File: config.mk
export PLATFORM = sky130hd
export DESIGN_NAME = client_session_table_idle_timeout_core
export DESIGN_NICKNAME = d
export VERILOG_FILES = /design/src/rtl/cst_pkg.sv /design/src/rtl/client_session_table_idle_timeout_core.sv /design/src/rtl/cst_ram.sv /design/src/rtl/cst_regs.sv
export SDC_FILE = /design/constraint.sdc
export NUM_CORES = 2
export LEC_CHECK = 0
export BUFFER_PORTS_ARGS = -buffer_cell sky130_fd_sc_hd__buf_2
export CORE_MARGIN = 5
export CORE_UTILIZATION = 40
export DETAILED_ROUTE_END_ITERATION = 10
export GPL_TIMING_DRIVEN = 0
export PLACE_DENSITY_LB_ADDON = 0.12
export SETUP_SLACK_MARGIN = 0.15
export SYNTH_ARGS = -nofsm -noshare
export SYNTH_HDL_FRONTEND = slang
export SYNTH_SLANG_ARGS = --single-unit
File: constraint.sdc
create_clock -name clk -period 11.8 [get_ports clk]
set_clock_uncertainty 0.15 [all_clocks]
set_input_delay 0.59 -clock clk [delete_from_list [all_inputs] [get_ports clk]]
set_output_delay 0.59 -clock clk [all_outputs]
set_load 0.005 [all_outputs]
File: src/rtl/cst_pkg.sv
// Shared types and constants for the client session table.
// Used by cst_regs and the top level; depends on nothing.
`default_nettype none

package cst_pkg;

	localparam int ENTRIES = 16;
	localparam int IDX_W = (ENTRIES > 1) ? $clog2(ENTRIES) : 1;
	localparam int CNT_W = 5;
	localparam int ADDR_W = 32;
	localparam int LEVEL_W = 8;
	localparam int TIME_W = 32;
	localparam int LIMIT_W = 22;
	localparam int SECONDS_PER_MINUTE = 60;

	localparam logic [1:0] CMD_ADD = 2'd0;
	localparam logic [1:0] CMD_CHECK = 2'd1;
	localparam logic [1:0] CMD_CONN = 2'd2;
	localparam logic [1:0] CMD_PURGE = 2'd3;

	localparam logic REG_MAX_CLIENTS = 1'b0;
	localparam logic REG_IDLE_MINUTES = 1'b1;

	localparam logic [7:0] MAX_CLIENTS_RESET = 8'd16;
	localparam logic [15:0] IDLE_MINUTES_RESET = 16'd5;

	typedef struct packed {
		logic [7:0] max_clients;
		logic [15:0] idle_minutes;
	} cfg_t;

	typedef struct packed {
		logic [ADDR_W-1:0] addr;
		logic [LEVEL_W-1:0] level;
		logic [TIME_W-1:0] stamp;
	} entry_t;

	localparam int ENTRY_W = $bits(entry_t);

endpackage

`default_nettype wire

File: src/rtl/client_session_table_idle_timeout_core.sv
// Top level of the client session table with idle timeout.
// Depends on cst_pkg, cst_regs and cst_ram.
//
// Channel   Signals                                              Handshake
// request   start, busy, cmd, client_addr, access_level,         start && !busy
//           now_seconds
// result    done, ok, active_count                               done, one cycle
// config    psel, penable, pwrite, paddr, pwdata, prdata, pready APB, pready = 1
//
// A request runs through a scan of every entry, a drain state and a finish
// state. The scan is paced by the single read port of the entry RAM,
// which delivers one entry per cycle to the read-modify-write stage.
// The result appears on the cycle after the finish state, in the same cycle
// in which busy falls, so a new request may be accepted while it is shown.
// Reset clears all valid bits at once; the RAM needs no clearing pass.
// The receiver cannot stall the result, so nothing holds back the scan.
`default_nettype none

module client_session_table_idle_timeout_core
	import cst_pkg::*;
(
	input wire logic clk,
	input wire logic arst_n,
	input wire logic start,
	output logic busy,
	input wire logic [1:0] cmd,
	input wire logic [31:0] client_addr,
	input wire logic [7:0] access_level,
	input wire logic [31:0] now_seconds,
	output logic done,
	output logic ok,
	output logic [4:0] active_count,
	input wire logic psel,
	input wire logic penable,
	input wire logic pwrite,
	input wire logic [2:0] paddr,
	input wire logic [31:0] pwdata,
	output logic [31:0] prdata,
	output logic pready
);

	localparam logic [1:0] ST_IDLE = 2'd0;
	localparam logic [1:0] ST_SCAN = 2'd1;
	localparam logic [1:0] ST_LAST = 2'd2;
	localparam logic [1:0] ST_DONE = 2'd3;

	cfg_t cfg;

	cst_regs u_regs (
		.clk(clk),
		.arst_n(arst_n),
		.psel(psel),
		.penable(penable),
		.pwrite(pwrite),
		.paddr(paddr),
		.pwdata(pwdata),
		.prdata(prdata),
		.pready(pready),
		.cfg(cfg)
	);

	logic [1:0] state_q;
	logic [IDX_W-1:0] idx_q;
	logic [ENTRIES-1:0] valid_q;

	// Request fields, held for the whole scan.
	logic [1:0] cmd_q;
	logic [ADDR_W-1:0] addr_q;
	logic [LEVEL_W-1:0] level_q;
	logic [TIME_W-1:0] now_q;
	logic [LIMIT_W-1:0] limit_q;

	// Scan accumulators.
	logic found_q;
	logic hit_q;
	logic [CNT_W-1:0] cnt_q;
	logic free_found_q;
	logic [IDX_W-1:0] free_idx_q;

	// Read-modify-write stage: the entry read in the previous cycle.
	logic vld_s1;
	logic [IDX_W-1:0] idx_s1;

	logic accept;
	logic rd_en;
	entry_t rd_entry;
	logic ram_we;
	logic [IDX_W-1:0] ram_waddr;
	entry_t ram_wdata;

	assign busy = (state_q != ST_IDLE);
	assign accept = start && !busy;
	assign rd_en = (state_q == ST_SCAN);

	cst_ram #(
		.WIDTH(ENTRY_W),
		.DEPTH(ENTRIES)
	) u_ram (
		.clk(clk),
		.we(ram_we),
		.waddr(ram_waddr),
		.wdata(ram_wdata),
		.re(rd_en),
		.raddr(idx_q),
		.rdata(rd_entry)
	);

	// Per-entry decisions. A refreshing add ages the entry with the new stamp,
	// so a matched entry survives only when the idle limit is nonzero.
	logic cur_valid;
	logic match;
	logic is_add;
	logic [TIME_W-1:0] eff_stamp;
	logic [TIME_W-1:0] age;
	logic live;
	logic check_hit;
	logic new_valid;
	logic entry_wr;
	logic entry_ok;

	always_comb begin
		cur_valid = valid_q[idx_s1];
		match = (rd_entry.addr == addr_q);
		is_add = (cmd_q == CMD_ADD);
		eff_stamp = (is_add && match) ? now_q : rd_entry.stamp;
		age = now_q - eff_stamp;
		live = (age < TIME_W'(limit_q));
		check_hit = cur_valid && match && (rd_entry.level >= level_q);
		new_valid = cur_valid;
		entry_wr = 1'b0;
		entry_ok = 1'b0;
		unique case (cmd_q)
			CMD_ADD: begin
				new_valid = cur_valid && live;
				entry_wr = cur_valid && match && live;
			end
			CMD_CHECK: begin
				new_valid = cur_valid && !(check_hit && !live);
				entry_wr = check_hit && live;
				entry_ok = check_hit && live;
			end
			CMD_CONN: begin
				entry_ok = cur_valid && match;
			end
			CMD_PURGE: begin
				new_valid = cur_valid && live;
			end
			default: ;
		endcase
	end

	// Insertion at the first slot left free by the scan.
	logic insert;
	logic result_ok;

	always_comb begin
		insert = (cmd_q == CMD_ADD) && !found_q && free_found_q &&
			(8'(cnt_q) < cfg.max_clients);
		unique case (cmd_q)
			CMD_ADD: result_ok = found_q || insert;
			CMD_PURGE: result_ok = 1'b1;
			default: result_ok = hit_q;
		endcase
	end

	// The scan writes back the entry it read in the previous cycle, while the
	// read port already fetches the next index, so the two never collide.
	always_comb begin
		ram_we = 1'b0;
		ram_waddr = idx_s1;
		ram_wdata.addr = rd_entry.addr;
		ram_wdata.level = is_add ? level_q : rd_entry.level;
		ram_wdata.stamp = now_q;
		if (vld_s1) begin
			ram_we = entry_wr;
		end else if (state_q == ST_DONE) begin
			ram_we = insert;
			ram_waddr = free_idx_q;
			ram_wdata.addr = addr_q;
			ram_wdata.level = level_q;
		end
	end

	always_ff @(posedge clk or negedge arst_n) begin
		if (!arst_n) begin
			state_q <= ST_IDLE;
			idx_q <= '0;
			valid_q <= '0;
			vld_s1 <= 1'b0;
			found_q <= 1'b0;
			hit_q <= 1'b0;
			cnt_q <= '0;
			free_found_q <= 1'b0;
			done <= 1'b0;
		end else begin
			done <= 1'b0;
			vld_s1 <= rd_en;
			unique case (state_q)
				ST_IDLE: begin
					if (accept) begin
						state_q <= ST_SCAN;
						idx_q <= '0;
						found_q <= 1'b0;
						hit_q <= 1'b0;
						cnt_q <= '0;
						free_found_q <= 1'b0;
					end
				end
				ST_SCAN: begin
					idx_q <= idx_q + IDX_W'(1);
					if (idx_q == IDX_W'(ENTRIES - 1)) begin
						state_q <= ST_LAST;
					end
				end
				ST_LAST: begin
					state_q <= ST_DONE;
				end
				ST_DONE: begin
					state_q <= ST_IDLE;
					done <= 1'b1;
					if (insert) begin
						valid_q[free_idx_q] <= 1'b1;
					end
				end
				default: state_q <= ST_IDLE;
			endcase
			if (vld_s1) begin
				valid_q[idx_s1] <= new_valid;
				if (cur_valid && match) begin
					found_q <= 1'b1;
				end
				if (entry_ok) begin
					hit_q <= 1'b1;
				end
				if (new_valid) begin
					cnt_q <= cnt_q + CNT_W'(1);
				end
				if (!new_valid && !free_found_q) begin
					free_found_q <= 1'b1;
				end
			end
		end
	end

	// Payload registers carry no reset.
	always_ff @(posedge clk) begin
		if (accept) begin
			cmd_q <= cmd;
			addr_q <= client_addr;
			level_q <= access_level;
			now_q <= now_seconds;
			limit_q <= {6'd0, cfg.idle_minutes} * LIMIT_W'(SECONDS_PER_MINUTE);
		end
		idx_s1 <= idx_q;
		if (vld_s1 && !new_valid && !free_found_q) begin
			free_idx_q <= idx_s1;
		end
		if (state_q == ST_DONE) begin
			ok <= result_ok;
			active_count <= cnt_q + CNT_W'(insert);
		end
	end

`ifndef NO_ASSERTIONS
	a_no_rw_overlap: assert property (@(posedge clk) disable iff (!arst_n)
		(ram_we && rd_en) |-> (ram_waddr != idx_q))
		else $error("entry RAM write and read hit the same index");

	a_done_pulse: assert property (@(posedge clk) disable iff (!arst_n)
		done |=> !done)
		else $error("result strobe lasted more than one cycle");

	a_accept_busy: assert property (@(posedge clk) disable iff (!arst_n)
		accept |=> (busy && (idx_q == '0)))
		else $error("accepted request did not start a scan");

	a_count_range: assert property (@(posedge clk) disable iff (!arst_n)
		done |-> (active_count == CNT_W'($countones(valid_q))))
		else $error("reported count does not match the valid bits");
`endif

endmodule

`default_nettype wire

File: src/rtl/cst_ram.sv
// Generic single-write, single-read RAM with a registered read port.
// Stand-alone; no package dependency.
`default_nettype none

module cst_ram #(
	parameter int WIDTH = 8,
	parameter int DEPTH = 16
) (
	input wire logic clk,
	input wire logic we,
	input wire logic [((DEPTH > 1) ? $clog2(DEPTH) : 1)-1:0] waddr,
	input wire logic [WIDTH-1:0] wdata,
	input wire logic re,
	input wire logic [((DEPTH > 1) ? $clog2(DEPTH) : 1)-1:0] raddr,
	output logic [WIDTH-1:0] rdata
);

	logic [WIDTH-1:0] mem_q [DEPTH];

	always_ff @(posedge clk) begin
		if (we) begin
			mem_q[waddr] <= wdata;
		end
		if (re) begin
			rdata <= mem_q[raddr];
		end
	end

endmodule

`default_nettype wire

File: src/rtl/cst_regs.sv
// APB-style configuration registers of the session table.
// Depends on cst_pkg for the register layout and reset values.
`default_nettype none

module cst_regs
	import cst_pkg::*;
(
	input wire logic clk,
	input wire logic arst_n,
	input wire logic psel,
	input wire logic penable,
	input wire logic pwrite,
	input wire logic [2:0] paddr,
	input wire logic [31:0] pwdata,
	output logic [31:0] prdata,
	output logic pready,
	output cfg_t cfg
);

	cfg_t cfg_q;
	logic wr_en;

	assign pready = 1'b1;
	assign wr_en = psel && penable && pwrite;
	assign cfg = cfg_q;

	always_ff @(posedge clk or negedge arst_n) begin
		if (!arst_n) begin
			cfg_q.max_clients <= MAX_CLIENTS_RESET;
			cfg_q.idle_minutes <= IDLE_MINUTES_RESET;
		end else if (wr_en) begin
			unique case (paddr[2])
				REG_MAX_CLIENTS: cfg_q.max_clients <= pwdata[7:0];
				REG_IDLE_MINUTES: cfg_q.idle_minutes <= pwdata[15:0];
				default: ;
			endcase
		end
	end

	// The low address bits select a byte within the word and are ignored.
	always_comb begin
		unique case (paddr[2])
			REG_MAX_CLIENTS: prdata = {24'd0, cfg_q.max_clients};
			REG_IDLE_MINUTES: prdata = {16'd0, cfg_q.idle_minutes};
			default: prdata = 32'd0;
		endcase
	end

endmodule

`default_nettype wire
== Word level (Yosys, flattened, before mapping) ==
Memories as Yosys holds them, arrays and structs flattened. A register that Yosys moved wholly into a read port is not among the register bits.
Index checks and enable logic that the tools add are counted.
Cells by class
  magnitude comparators: 7
  bitwise gates (word level): 2
  equal/unequal tests: 10
  multiply operators: 1
  mux-type cells: 47
  reductions and logical operators: 35
  add/sub/neg operators: 4
Operator list (number)
  $mux 40: 2
  $pmux 32 s2: 1
  $mux 16: 3
  $eq 32x32->1: 1
  $lt 32x22->1: 1
  $mux 32: 1
  $sub 32x32->32: 1
  $mul 16x4->20 const B: 1
  $mux 1: 20
  $mux 5: 4
  $logic_and 1x1->1: 19
  $bwmux 16: 1
  $or 16x16->16: 1
  $mux 4: 3
  $lt 4x5->1 const B: 2
  $demux 1 s4: 2
  $eq 2x2->1 const B: 4
  $ge 4x1->1 const B: 2
  $ge 8x8->1: 1
  $lt 5x8->1: 1
  $mux 8: 1
  $pmux 1 s2: 4
  $pmux 2 s4: 1
  $pmux 4 s2: 1
  other kinds (16): 28
Storage, ports and cells
  output and inout bits: 41
  bits in writable memories: 1152
  memories: 1
  word-level logic and storage cells: 127
  input bits: 115
  register bits: 164
Memory list
  u_ram.mem_q: depth 16, width 72, read ports 1, clocked after Yosys merged registers in 1, write ports 1, RTL line cst_ram.sv:18  | logic [WIDTH-1:0] mem_q [DEPTH];

== Logic depth before layout (Yosys ltp) ==
  depth after elaboration: 14
  mapped depth: 36
  gate-level depth less buffers: 33

== By module ==
From an unflattened synthesis, not the netlist that was laid out.
Second synthesis, totals
  cells, all modules: 2907
  area total of the unflattened synthesis: 57099.8 µm²
By module, submodules not included
  cst_ram: sequential area each 36755.3 µm², area an instance 45270.9 µm², times used 1, cells each 1850
  client_session_table_idle_timeout_core: sequential area each 4003.8 µm², area an instance 10572.6 µm², times used 1, cells each 969
  cst_regs: sequential area each 604.3 µm², area an instance 1256.2 µm², times used 1, cells each 88

== Worst setup path after synthesis ==
No wires, ideal clock.
  path kind: reg2reg
  from: register u_ram.rdata[41], read port of u_ram.mem_q
  to: memory u_ram.mem_q[6][0] in the netlist's numbering (enable)
  library setup time: 590 ps
  data arrival time: 11147 ps
  cell stages (with the launch flop): 34
  data required time: 11060 ps
  buffers on the path: 3
  setup slack: -88 ps
  period minus slack after synthesis: 11888 ps
  cell sequence: edfxtp_1 > xnor2_1 > nand4_1 > nor4_4 > nand2_1 > nor2_1 > nand2_1 > clkbuf_1 > mux2i_1 > ha_1 > a21o_1 > a21oi_1 > nand2_1 > nor2_1 > o21ai_0 > a21o_1 > a21oi_1 > nor2b_1 > nor2_1 > xnor2_1 > ha_1 > nand2_1 > nor2_1 > a2111oi_0 > o311ai_0 > a221oi_1 > nand4_1 > or3b_1 > a2111oi_2 > and4b_1 > buf_6 > a22oi_4 > buf_6 > nor3_1
Between the ends
  word-level cells in the longest chain between the ends: 10
  elaborated cells on any way between the ends: 13
  classes of those cells: add/sub (1); order compare (1); eq/ne (1); mux (5); reduce/logical (5)
RTL lines
  start: declaration: RTL line cst_ram.sv:15  | output logic [WIDTH-1:0] rdata
  $eq 32x32->1 (*): RTL line client_session_table_idle_timeout_core.sv:123  | match = (rd_entry.addr == addr_q);
  $logic_and 1x1->1: RTL line client_session_table_idle_timeout_core.sv:125  | eff_stamp = (is_add && match) ? now_q : rd_entry.stamp;
  $mux 32: RTL line client_session_table_idle_timeout_core.sv:125
  $sub 32x32->32: RTL line client_session_table_idle_timeout_core.sv:126  | age = now_q - eff_stamp;
  $lt 32x22->1: RTL line client_session_table_idle_timeout_core.sv:127  | live = (age < TIME_W'(limit_q));
  $logic_and 1x1->1, on equally long branches: RTL line client_session_table_idle_timeout_core.sv:139, client_session_table_idle_timeout_core.sv:135
  $pmux 1 s2 (*): RTL line client_session_table_idle_timeout_core.sv:132  | unique case (cmd_q)
  $mux 1 (*): RTL line client_session_table_idle_timeout_core.sv:174  | if (vld_s1) begin
  $mux 1 (*): RTL line cst_ram.sv:21  | if (we) begin
  $mux 1 (not written as such) (*): RTL line cst_ram.sv:22  | mem_q[waddr] <= wdata;
  end: declaration: RTL line cst_ram.sv:18
Mark *: on every way between the ends. The rest lies on a longest branch, timed or not.

== Worst setup path in the final report ==
  from: register addr_q[1]
  to: memory u_ram.mem_q[5][39] in the netlist's numbering (enable)
Between the ends
  word-level cells in the longest chain between the ends: 10
  elaborated cells on any way between the ends: 13
  classes of those cells: add/sub (1); order compare (1); eq/ne (1); mux (5); reduce/logical (5)
RTL lines
  start: declaration: RTL line client_session_table_idle_timeout_core.sv:68  | logic [ADDR_W-1:0] addr_q;
  start signal: assignment: RTL line client_session_table_idle_timeout_core.sv:249  | addr_q <= client_addr;
  $eq 32x32->1 (*): RTL line client_session_table_idle_timeout_core.sv:123
  $logic_and 1x1->1: RTL line client_session_table_idle_timeout_core.sv:125
  $mux 32: RTL line client_session_table_idle_timeout_core.sv:125
  $sub 32x32->32: RTL line client_session_table_idle_timeout_core.sv:126
  $lt 32x22->1: RTL line client_session_table_idle_timeout_core.sv:127
  $logic_and 1x1->1, on equally long branches: RTL line client_session_table_idle_timeout_core.sv:139, client_session_table_idle_timeout_core.sv:135
  $pmux 1 s2 (*): RTL line client_session_table_idle_timeout_core.sv:132
  $mux 1 (*): RTL line client_session_table_idle_timeout_core.sv:174
  $mux 1 (*): RTL line cst_ram.sv:21
  $mux 1 (not written as such) (*): RTL line cst_ram.sv:22
Marks and branches as above.

==> flow_summary.json <==
{
  "crit_path_start": "addr_q[1]",
  "first_iter_violations": 2547,
  "synthXorXnorAreaFrac_pct": 1.124,
  "num_vias": 29140,
  "rsz0062_at_grt": "false",
  "finalSetupViolCount": 0,
  "grt_pass1_wl_mm": 216.9,
  "power_density_mw_per_mm2": 232.4,
  "worstPathRequired_ns": 12.12,
  "worstHoldStart": "idx_q[2]",
  "grt_usage_pct": 19.89,
  "path_depth": 39,
  "crit_slowest_cell": "nor3_2",
  "drt_wl_total_mm": 149.4,
  "max-slew-margin-rel_pct": 15.32,
  "hold_viol": 0,
  "crit_type": "reg2reg",
  "synth_edf_count": 1328,
  "ir_drop_mv": 0.1303,
  "startpoint_type": "flop",
  "drt-wirelength-per-cell_um": 28.10,
  "io_buffers": 120,
  "fmax_mhz": 91.88,
  "drcViolationCount": 0,
  "antenna_found_initial": 1,
  "crit_top_cell": "buf_6",
  "antenna_left": 0,
  "grt_max_degree": 57,
  "fin_crit_ns": 10.88,
  "cp_top_family": "simple AND/OR/NAND/NOR gates",
  "p_sw_share_pct": 31.27,
  "ios": 156,
  "period_share_pct": 92.23,
  "viasPerCell": 5.479,
  "cts.htree.levels": 4,
  "start_util_pct": 40.23,
  "chipHeight_um": 387.1,
  "stdcell_count": 5319,
  "holdPathStages": 0,
  "max-clock-path-buffers": 3,
  "hpwl_mm": 103.8,
  "fin_setup_tns_ns": 0,
  "power_leakage_nw": 22.65,
  "die_x_um": 387.1,
  "cp_max_fo": 10,
  "die-area_mm2": 0.1499,
  "p_switching_mw": 4.919,
  "fillers": 11580,
  "syn_area_per_cell_um2": 20.68,
  "diodes": 0,
  "combPwrFrac_pct": 30.3,
  "yosysSeqAreaShare_pct": 72.71,
  "path_buf_inv": 9,
  "synth_compound_area_share_pct": 2.813,
  "placedCellCount": 4962,
  "yosys.area_share.adder_pct": 3.154,
  "pwr-share-seq_pct": 41.9,
  "syn_inst": 2751,
  "cts_root_buf": "clkbuf_16",
  "grt_pass1_vias": 31060,
  "grt_overflow": 0,
  "r2r_start": "addr_q[1]",
  "cts_buffers": 147,
  "synthMuxAreaShare_pct": 16.33,
  "worstPathArrival_ns": 11.20,
  "placementRows": 138,
  "crit_path_max_incr_delay_ns": 0.76,
  "clock_power_share_pct": 27.8,
  "drv_cap": 0,
  "nets": 3556,
  "p_int_mw": 10.81,
  "clk_pin_slew_ns": 0.06,
  "ys_warn_count": 0,
  "synthSimpleGateAreaFrac_pct": 2.455,
  "synth_top_flop_cell": "edfxtp_1",
  "status": "completed",
  "drive_gt1_share_pct": 29.02,
  "clkSinkCount": 1388,
  "syn_area_mm2": 0.05689,
  "tritoncts": "built",
  "synth_cell_type_count": 83,
  "total_power_mw": 15.73,
  "first_pass_iters": 5,
  "hp-class": "reg2reg",
  "end_kind": "flop",
  "synth-seq-cells": 1388,
  "area_growth_syn_to_layout_pct": 18.96,
  "async_flop_share_pct": 4.035,
  "hold_ws_ns": 0.2738,
  "reg2reg_depth": 39,
  "gp_congestion": 0.8922,
  "synth_top_family_by_area": "multiplexers",
  "core_mm2": 0.1414,
  "tightestPinTransition_ns": 1.270,
  "clock_latency_ns": 0.78,
  "drv_slew": 0
}
power by group through the flow:
stage | registers [mW] | logic (mW) | clock network (mW)
after CTS | 6.60 | 4.84 | 4.49
after floorplan | 6.58 | 3.34 | 0
after global placement | 6.72 | 4.61 | 0
after detailed placement | 6.69 | 4.77 | 0
final | 6.59 | 4.77 | 4.37
after global routing | 6.63 | 5.21 | 4.69
state kept, by name (all words and copies together) (netlist names), 2 cells and up:
signal,flops
free_idx_q,4
valid_q,16
addr_q,32
level_q,8
idx_q,4
cmd_q,2
idx_s1,4
active_count,5
now_q,32
cnt_q,5
limit_q,20
state_q,2
u_ram.mem_q,1152
u_regs.cfg,24
u_ram.rdata,72
per-stage QoR:
stage               cell area [um2]  setup WS, ns  util, %
floorplan                     56940      -0.08773        -
global placement              59910        -11.52    42.36
detailed placement            62160        0.1949    43.96
CTS                           67640        0.1533    47.83
global route                  67670        0.3692    47.85
finish                        67670        0.9165    47.85
cell usage after synthesis (16+ instances only):
cell      number  share of area, %
mux2i_1       38              0.67
nand4_1       16              0.18
nand3_1       18              0.16
a211oi_1      16              0.21
mux2_2        61               1.2
buf_4         17              0.22
nand2_1       54              0.36
nor2_1        62              0.41
a21oi_1       68              0.60
fa_1          29               1.0
mux4_2       365                14
buf_1         29              0.19
dfrtp_1       53               2.3
a21o_1        29              0.38
xor2_1        24              0.37
xnor2_1       49              0.75
clkbuf_1      80              0.53
ha_1          97               2.1
inv_1         57              0.38
edfxtp_1    1328                70
o21ai_0       39              0.34
nor3_1        37              0.33
metal layers:
layer / GRT usage [%] / part of all wire [%] / wire length, um / vias up
li1: - / - / - / 12460
met1: 26.86 / 42 / 63200 / 15630
met2: 33.79 / 50 / 75000 / 879
met3: 3.609 / 5.4 / 8108 / 175
met4: 4.809 / 2.1 / 3144 / 0
met5: 0 / 0 / 0 / -
cells in the final DEF (no fill, tap or decap), types with 16 or more instances in the layout:
cell type / instances
a21oi_1: 68
clkinv_1: 33
clkbuf_16: 151
o21ai_1: 17
mux2_2: 61
nand4_1: 16
inv_1: 56
nand2_1: 54
buf_1: 29
buf_4: 29
fa_1: 29
buf_2: 123
mux2i_1: 38
clkinv_2: 20
dfrtp_1: 53
mux4_2: 365
xnor2_1: 49
conb_1: 17
ha_1: 96
xor2_1: 24
nor2_1: 61
a211oi_1: 16
dlygate4sd3_1: 92
nand3_1: 18
clkbuf_1: 116
nor3_1: 21
edfxtp_1: 1328
a21o_1: 29
o21ai_0: 32
buf_6: 163
cell families (layout without fill, tap and decap cells):
group / Yosys count / count (layout)
adders and majority gates: 126 / 126
muxes: 464 / 464
xor gates and xnor gates: 73 / 73
buffers and inverters: 190 / 853
other: 2 / 17
and+or+nand+nor: 267 / 267
DFF: 1388 / 1388
AOI/OAI and AO/OA: 241 / 241
final timing paths:
| path | endpoint | slack (ns) |
|---|---|---|
| setup / recovery | u_ram.mem_q[5][39] | 0.92 |
| hold / removal | idx_s1[2] | 0.27 |
| setup reg to reg | u_ram.mem_q[5][39] | 0.92 |
| hold reg to reg | idx_s1[2] | 0.27 |
| max in group asynchronous | done | 10.70 |
| min in group asynchronous | cnt_q[1] | 0.29 |
area by class of cell:
type / instances / area, um2 / share of cell area, %
inverter: 58 / 222.7 / 0.3291
timing repair buffer: 400 / 3697 / 5.464
tap: 1890 / 2365 / 3.494
clock inverter: 73 / 618.1 / 0.9134
buffer: 132 / 581.8 / 0.8597
sequential: 1388 / 41360 / 61.12
clock buffer: 190 / 3935 / 5.815
multi-input combinational: 1188 / 14890 / 22.00
what timing repair did:
item / CTS / global route
setup endpoints to repair: 0 / 125
gates resized for setup: 0 / 3
hold buffers: 92 / 0
hold endpoints to repair: 147 / 0
buffers inserted: 0 / 2
Power figures use the tool's default switching activity.
